--- src/rtl/segment_rect_nearest_hit_macros.svh ---
// ---------------------------------------------------------------------------
// segment_rect_nearest_hit assertion macros
// concurrent checks sampled on clk_i, off while rst_ni is low
// ---------------------------------------------------------------------------
`ifndef SEGMENT_RECT_NEAREST_HIT_MACROS_SVH
`define SEGMENT_RECT_NEAREST_HIT_MACROS_SVH

// same-cycle implication
`define SRNH_ASSERT_NOW(label, ante, cons) \
  label: assert property (@(posedge clk_i) disable iff (!rst_ni) (ante) |-> (cons)) \
    else $error("srnh check failed");

// next-cycle implication
`define SRNH_ASSERT_NEXT(label, ante, cons) \
  label: assert property (@(posedge clk_i) disable iff (!rst_ni) (ante) |=> (cons)) \
    else $error("srnh check failed");

`endif

--- src/rtl/srnh_pkg.sv ---
// ---------------------------------------------------------------------------
// srnh_pkg
// shared widths, side codes and pipeline records for the nearest hit block
// ---------------------------------------------------------------------------
`timescale 1ns / 1ps

package srnh_pkg;

  localparam int NUM_SIDES  = 4;
  localparam int COORD_W    = 32;
  localparam int DIM_W      = 31;
  localparam int EXT_W      = 34;
  localparam int QUO_W      = 32;
  localparam int PROD_W     = 2 * QUO_W;
  localparam int DIST_W     = 2 * QUO_W;
  localparam int DIV_STEP   = 2;
  localparam int DIV_STAGES = QUO_W / DIV_STEP;
  localparam int SIDE_W     = 2;

  // output coordinate clamp bounds, held at the wide width
  localparam logic signed [EXT_W-1:0] SAT_MAX = EXT_W'(32'sh7fffffff);
  localparam logic signed [EXT_W-1:0] SAT_MIN = EXT_W'(32'sh80000000);

  typedef enum logic [SIDE_W-1:0] {
    SIDE_LEFT   = 2'd0,
    SIDE_RIGHT  = 2'd1,
    SIDE_TOP    = 2'd2,
    SIDE_BOTTOM = 2'd3
  } side_e;

  // per-side record carried alongside the divider
  typedef struct packed {
    logic                       ok;
    logic                       neg;
    logic [QUO_W-1:0]           moff;
    logic signed [COORD_W-1:0]  sb;
    logic signed [EXT_W-1:0]    lo;
    logic signed [EXT_W-1:0]    hi;
    logic signed [EXT_W-1:0]    c;
  } side_sb_t;

  // one candidate hit
  typedef struct packed {
    logic                       ok;
    logic [DIST_W-1:0]          dsq;
    logic signed [EXT_W-1:0]    x;
    logic signed [EXT_W-1:0]    y;
    side_e                      side;
    logic [NUM_SIDES-1:0]       mask;
  } cand_t;

endpackage

--- src/rtl/srnh_pick.sv ---
// ---------------------------------------------------------------------------
// srnh_pick
// registered two-level nearest selection and saturating output register
// ---------------------------------------------------------------------------
`timescale 1ns / 1ps

module srnh_pick (
  input  logic                                 clk_i,
  input  logic                                 rst_ni,
  input  logic                                 en_i,
  input  logic                                 valid_i,
  input  srnh_pkg::cand_t                      cand_i [srnh_pkg::NUM_SIDES],
  output logic                                 valid_o,
  output logic                                 hit_o,
  output logic signed [srnh_pkg::COORD_W-1:0]  hit_x_o,
  output logic signed [srnh_pkg::COORD_W-1:0]  hit_y_o,
  output logic [srnh_pkg::SIDE_W-1:0]          hit_side_o,
  output logic [srnh_pkg::NUM_SIDES-1:0]       side_mask_o
);
  import srnh_pkg::*;

  // b is the later side: it wins ties and merges the mask
  function automatic cand_t nearer(cand_t a, cand_t b);
    cand_t r;
    r = a;
    if (b.ok) begin
      if (!a.ok || b.dsq < a.dsq) begin
        r = b;
      end else if (b.dsq == a.dsq) begin
        r      = b;
        r.mask = a.mask | b.mask;
      end
    end
    return r;
  endfunction

  function automatic logic signed [COORD_W-1:0] sat(logic signed [EXT_W-1:0] v);
    logic signed [COORD_W-1:0] r;
    if (v > SAT_MAX) begin
      r = SAT_MAX[COORD_W-1:0];
    end else if (v < SAT_MIN) begin
      r = SAT_MIN[COORD_W-1:0];
    end else begin
      r = v[COORD_W-1:0];
    end
    return r;
  endfunction

  logic  v1_q, v2_q, v3_q;
  cand_t lo_pair_q, hi_pair_q, best_q;

  always_ff @(posedge clk_i or negedge rst_ni) begin
    if (!rst_ni) begin
      v1_q <= 1'b0;
      v2_q <= 1'b0;
      v3_q <= 1'b0;
    end else if (en_i) begin
      v1_q <= valid_i;
      v2_q <= v1_q;
      v3_q <= v2_q;
    end
  end

  always_ff @(posedge clk_i) begin
    if (en_i) begin
      lo_pair_q   <= nearer(cand_i[0], cand_i[1]);
      hi_pair_q   <= nearer(cand_i[2], cand_i[3]);
      best_q      <= nearer(lo_pair_q, hi_pair_q);
      hit_o       <= best_q.ok;
      hit_x_o     <= best_q.ok ? sat(best_q.x) : '0;
      hit_y_o     <= best_q.ok ? sat(best_q.y) : '0;
      hit_side_o  <= best_q.ok ? best_q.side : SIDE_LEFT;
      side_mask_o <= best_q.ok ? best_q.mask : '0;
    end
  end

  assign valid_o = v3_q;

endmodule

--- config.mk ---
export PLATFORM = sky130hd
export DESIGN_NAME = srnh_pick
export DESIGN_NICKNAME = d
export VERILOG_FILES = /design/src/rtl/segment_rect_nearest_hit_macros.svh /design/src/rtl/srnh_pkg.sv /design/src/rtl/srnh_pick.sv
export SDC_FILE = /design/constraint.sdc
export NUM_CORES = 1
export LEC_CHECK = 0
export BUFFER_PORTS_ARGS = -buffer_cell sky130_fd_sc_hd__buf_2
export CELL_PAD_IN_SITES_DETAIL_PLACEMENT = 0
export CELL_PAD_IN_SITES_GLOBAL_PLACEMENT = 1
export CORE_MARGIN = 3
export CORE_UTILIZATION = 40
export DETAILED_ROUTE_END_ITERATION = 7
export PLACE_DENSITY = 0.84
export SYNTH_ARGS = -nofsm -noshare
export SYNTH_HDL_FRONTEND = slang
export SYNTH_SLANG_ARGS = --single-unit
--- constraint.sdc ---
create_clock -name clk_i -period 5 [get_ports clk_i]
set_clock_uncertainty 0.1 [all_clocks]
set_input_delay 0.75 -clock clk_i [delete_from_list [all_inputs] [get_ports clk_i]]
set_output_delay 0.75 -clock clk_i [all_outputs]
set_load 0.02 [all_outputs]
==> out/qor.txt, run 1 <==
critical path class: primary input to flop
Comb pwr share: 0.184
crit-path cells: buf_2, inv_1, ha_1, nand4_1, nor4_2, nand4_1, or3_1, a2bb2oi_1, a21oi_4, o21ai_4, buf_12, buf_4, mux2_1
R2R Setup Slk: 1.22 ns
Synth top cells by count: edfxtp_1, mux2_2, inv_1, ha_1, nor2_1
Die Span Y: 246 um
status: finished clean
synth top area cells: edfxtp_1, mux2_2, ha_1
minimum clock period: 4.01 ns
# clock sinks: 427
P_leak: 13.0 nW
Post-DRT Antenna Nets: 0
Psw: 0.00260 W
worst r2r dst: best_q[54]
crit path setup slack, layout: 0.995 ns
CP delay by family, top: simple AND/OR/NAND/NOR gates
Clock Path Buffers: 3
Max Cap Viol: 0
Pins Over Slew Limit: 0
post-route clock period utilization: 0.801
Slew headroom: 0.245
Reg power frac: 0.455
Crit Path Max Fanout: 18
R2R cell count: 11
CP Launch Type: primary input
WP data required: 5.19 ns
Worst Setup SP: cand_i[275]
Max Clk Rate: 250 MHz
Hold WS: 0.316 ns
met1 Use GR: 0.253
WP depth: 13
Cell Rows: 87
share of cells above drive strength 1: 0.458
Worst VDD drop: 0.262 mV
Post-CTS Setup Bufs: 0
Critical Path End Type: flop
sw frac: 0.258
final net count: 3,104
# port buffers: 631
number of synthesized flops with an enable pin: 424
Hold WC Path Type: primary input to flop
final hold vios: 0
Hold Buf Count CTS: 1
share of the synthesized area in the top cell type: 0.553
met2 usage: 0.378
Cell Pwr Density: 348 mW/mm^2
Routed WL per cell: 20.9 um
most common cell in the netlist: edfxtp_1
M3 GR Usage: 0.0472
RePlAce Congestion: 0.891
Pre-Repair DR Iteration Count: 4
drt total wl: 65,800 um
FFs w/ async S/R, synth: 0.00703
WP buf/inv: 4
dominant register cell in the synthesized netlist: edfxtp_1
Yosys reg bits: 427
Final TNS setup: 0 ns
RSZ-0062 raised after global routing: no
WP data arrival: 4.19 ns
hpwl dp: 51,100 um
Ys Warns: 0
gr ovfl total: 0
DP Worst Slack: 0.396 ns
io pins: 632
vias per cell: 5.05
Worst path most repeated cell: nand4_1
Syn-to-layout area delta: 25.3%
vias in the first global route: 16.4k
largest net degree at the start of global routing: 114
register area share after synthesis: 0.556
largest area contributor in the netlist: edfxtp_1
Setup violations, final: 0
Final Instance Area: 0.0288 mm^2
initial antenna violation count: 17
post-cts sizing count: 0
CP max-delay cell: nor4_2
chip width: 246 um
biggest cell delay along the critical path: 0.62 ns
cell count after synthesis: 1,687
count of unique library cells instantiated by Yosys: 54
total number of vias: 15.9k
initial core utilization: 0.407
worst setup path endpoint: hi_pair_q[137]
clock share of power: 0.361
Tot GR Track Use: 0.210
Layout Utilization: 0.510
clk root buf: clkbuf_16
FF-to-FF Start: lo_pair_q[104]
Skew-Pair Late Insertion Delay: 0.58 ns
Die Area: 0.0604 mm^2
Worst-Margin Slew: 1.13 ns
Post-Syn Area: 0.0230 mm^2
H-tree Lvls: 2
Pint: 0.00745 W
mean post-synth cell area: 13.6 um^2
Placed Instance Area: 0.0272 mm^2
core footprint: 0.0566 mm^2
DR DRC count: 0
first-pass GRT wire length: 96,400 um
layer with the highest usage: met2
TritonCTS buffer count: 48
Syn Nets: 2,439
1st-iter DRT viols: 849
clock-pin slew on the worst setup and hold paths: 0.06 ns
CTS tree: built
[worst min-delay path by stage]
| stage | endpoint | slack, ns | from | depth (start not counted) |
|---|---|---|---|---|
| after floorplan | v1_q | 0.35 | rst_ni | 0 |
| after global placement | v2_q | 0.38 | v2_q | 1 |
| after detailed placement | v1_q | 0.39 | v1_q | 1 |
| after CTS | v1_q | 0.26 | valid_i | 2 |
| after global routing | v1_q | 0.28 | valid_i | 2 |
| final | v1_q | 0.32 | valid_i | 2 |
[stage by stage]
step	instances	power [W]
after floorplan	1687	0.00571
after global placement	3057	0.00645
after detailed placement	3057	0.00651
after global routing	3150	0.0105
final	3154	0.0100
after CTS	3146	0.0102
[cell families (layout without fill, tap and decap cells)]
| family | count (synthesis) | count (layout) | synth area share |
|---|---|---|---|
| buffers and inverters | 264 | 967 | 0.0496 |
| other | 0 | 8 | 0 |
| adder cells (fa/ha/maj) | 192 | 192 | 0.104 |
| multiplexers | 341 | 341 | 0.186 |
| AND/OR/NAND/NOR | 306 | 306 | 0.0611 |
| AO/OA/AOI/OAI | 157 | 157 | 0.0429 |
| flip-flops | 427 | 427 | 0.556 |
[per-layer routing]
layer | part of all wire | vias to the layer above | wire length [um]
li1 | - | 7547 | -
met1 | 0.40 | 7739 | 26300
met2 | 0.51 | 530 | 33600
met3 | 0.065 | 96 | 4260
met4 | 0.023 | 16 | 1540
met5 | 0.0016 | - | 107
[placed cells by master, fill, tap and decap left out, types with 4 or more instances in the layout]
cell          n
clkinvlp_4    5
inv_1       214
clkinv_2     11
buf_12       10
mux2_2      225
buf_2       630
o21ai_0      27
a21o_1       12
bufinv_16     6
ha_1        192
a211oi_1      5
nand2_1      58
nand3_1      22
a22o_1        4
and2_1        8
o221ai_1      4
nor3_1        6
nand4_1      44
nor2_1      138
mux2_4      115
clkinv_1      6
a21oi_1      69
clkbuf_1      5
a221oi_1      9
clkbuf_16    49
diode_2       8
buf_4        23
edfxtp_1    424
nor4_1        9
[sequential cells by signal, indices dropped and copies added (netlist names)]
signal,count
best_q,75
hi_pair_q,139
hit_o,1
hit_side_o,2
hit_x_o,32
hit_y_o,32
lo_pair_q,139
side_mask_o,4
v1_q,1
v2_q,1
valid_o,1
[layout make-up]
class	instances	area, um^2
fillers	4807	27800
flip-flops and latches	427	12800
multi-input cells	996	9100
repair buffers	665	3550
clock buffers	54	1240
well taps	756	946
inverters	214	803
clock inverters	34	370
diodes	8	20.0
[power by group through the flow]
stage | combinational, W | clock, W | sequential (W)
6_report | 0.00185 | 0.00362 | 0.00457
4_1_cts | 0.00187 | 0.00372 | 0.00458
5_1_grt | 0.00204 | 0.00385 | 0.00461
3_3_place_gp | 0.00181 | 0 | 0.00464
2_1_floorplan | 0.00104 | 0 | 0.00467
3_5_place_dp | 0.00186 | 0 | 0.00465
Note: power is estimated with default switching activity, not from simulation.
==> inputs of run 2 (changes only) <==
Clock period 5 ns to 4.05 ns, I/O delays scaled along.
==> out/qor.txt, run 2 (synthesized netlist as in run 1, its figures left out) <==
Crit Path Max Fanout: 47 (+29)
Clock Path Buffers: 3 (unchanged)
1st-iter DRT viols: 863 (+1.6%)
hold path depth: 2 (unchanged)
first-pass GRT wire length: 96,200 um (-0.18%)
Post-CTS Setup Bufs: 0 (unchanged)
post-cts sizing count: 0 (unchanged)
CP max-delay cell: edfxtp_1
# clock sinks: 427 (unchanged)
Register Area: 0.0128 mm^2 (unchanged)
biggest cell delay along the critical path: 0.44 ns (-0.18 ns)
core footprint: 0.0566 mm^2 (unchanged)
clock-pin slew on the worst setup and hold paths: 0.06 ns (about the same)
Pre-Repair DR Iteration Count: 5 (+1)
Die Area: 0.0604 mm^2 (unchanged)
WP data arrival: 3.77 ns (-0.42 ns)
Fill cells: 4,906 (+2.1%)
minimum clock period: 3.55 ns
clk root buf: clkbuf_16
commonest non-fill, non-tap cell in the layout: buf_2
Worst path most repeated cell: nand4_1
RSZ-0062 raised after global routing: no
Cell Pwr Density: 425 mW/mm^2 (+22%)
gr ovfl total: 0 (unchanged)
final hold vios: 0 (unchanged)
drt total wl: 65,600 um (-0.25%)
TritonCTS buffer count: 48 (unchanged)
H-tree Lvls: 2 (unchanged)
RePlAce Congestion: 0.871 (-2.2%)
CTS tree: built
Post-DRT Antenna Nets: 0 (unchanged)
Skew-Pair Late Insertion Delay: 0.58 ns (about the same)
Critical Path End Type: flop
P_leak: 13.2 nW (+0.99%)
Hold WC Path Type: primary input to flop
Routed WL per cell: 20.6 um (-1.3%)
initial core utilization: 0.407 (unchanged)
Worst-Margin Slew: 1.16 ns (+0.0330 ns)
CP Launch Type: flop
Max Clk Rate: 282 MHz
Setup violations, final: 0 (unchanged)
Hold Buf Count CTS: 1 (unchanged)
hpwl dp: 52,000 um (+1.7%)
critical path class: flop to flop
total number of vias: 15.9k (unchanged)
initial antenna violation count: 24 (+7)
Largest regs: hi_pair_q (139), lo_pair_q (139), best_q (75)
post-route clock period utilization: 0.876
io pins: 632 (unchanged)
Cell Rows: 87 (unchanged)
Pwr Total: 0.0123 W (+23%)
largest net degree at the start of global routing: 92 (-19%)
# port buffers: 631 (unchanged)
chip width: 246 um (unchanged)
Slew headroom: 0.223 (-0.0220)
vias per cell: 5.00 (-1.0%)
share of cells above drive strength 1: 0.463 (+0.00526)
Tot GR Track Use: 0.210 (+0.000598)
Pins Over Slew Limit: 0 (unchanged)
Final TNS setup: 0 ns (unchanged)
DR DRC count: 0 (unchanged)
final net count: 3,131 (+0.87%)
Max Cap Viol: 0 (unchanged)
vias in the first global route: 16.8k (+2.7%)
area of the multi-input gates: 0.00910 mm^2 (unchanged)
most frequent cells in the layout: buf_2, edfxtp_1, mux2_2, inv_1, ha_1
crit-path cells: ha_1, nand4_1, nor4_1, buf_4, nand4_1, a31o_2, a32oi_1, o21a_4, buf_12, mux2_2
R2R Setup Slk: 0.50 ns (-0.72 ns)
Layout Utilization: 0.513 (+0.00378)
Worst VDD drop: 0.311 mV (+19%)
R2R cell count: 10 (-1)
Syn-to-layout area delta: 26.3%
status: finished clean
Die Span Y: 246 um (unchanged)
final std cells w/o fill: 3,187 (+1.0%)
WP data required: 4.27 ns (-0.92 ns)
placed cells: 3,084 (+0.88%)
-- run 2: per-stage QoR --
step | setup slack, ns | instance area (um^2) | hold slack, ns
3_3_place_gp | -0.131 | 27400 | 0.302
4_1_cts | 0.320 | 29000 | 0.133
3_5_place_dp | -0.130 | 27400 | 0.306
6_report | 0.501 | 29100 | 0.176
5_1_grt | 0.232 | 29000 | 0.149
2_1_floorplan | 0.706 | 23000 | 0.212
-- run 2: where the power goes --
part | leakage (nW) | internal, W | switching, W
combinational | 8.17 | 0.00112 | 0.00119
clock | 0.771 | 0.00255 | 0.00184
sequential | 4.21 | 0.00548 | 0.000161
-- run 2: final cells by class --
| class | instances | share of cell area |
|---|---|---|
| multi-input cells | 996 | 0.313 |
| clock inverters | 37 | 0.0121 |
| inverters | 214 | 0.0276 |
| well taps | 756 | 0.0326 |
| diodes | 12 | 0.00103 |
| flip-flops and latches | 427 | 0.441 |
| repair buffers | 692 | 0.130 |
| clock buffers | 53 | 0.0427 |
-- run 2: worst paths after layout --
path,startpoint,endpoint
setup / recovery,hi_pair_q[135],best_q[61]
hold / removal,valid_i,v1_q
setup reg to reg,hi_pair_q[135],best_q[61]
hold reg to reg,v2_q,valid_o
max in group asynchronous,rst_ni,v1_q
min in group asynchronous,rst_ni,valid_o
-- run 2: critical path, delay by kind of cell, from the launching register on --
| family | cells | cell delay (ns) |
|---|---|---|
| AOI/OAI and AO/OA | 3 | 0.75 |
| muxes | 1 | 0.41 |
| buffers and inverters | 2 | 0.49 |
| and+or+nand+nor | 3 | 0.71 |
| adders and majority gates | 1 | 0.33 |
| DFF | 1 | 0.44 |
-- run 2: per-layer routing --
| layer | up-vias | routed length [um] | GRT usage |
|---|---|---|---|
| li1 | 7606 | - | - |
| met1 | 7612 | 24900 | 0.239 |
| met2 | 550 | 33300 | 0.376 |
| met3 | 134 | 5140 | 0.0602 |
| met4 | 26 | 2140 | 0.0749 |
| met5 | - | 195 | 0 |
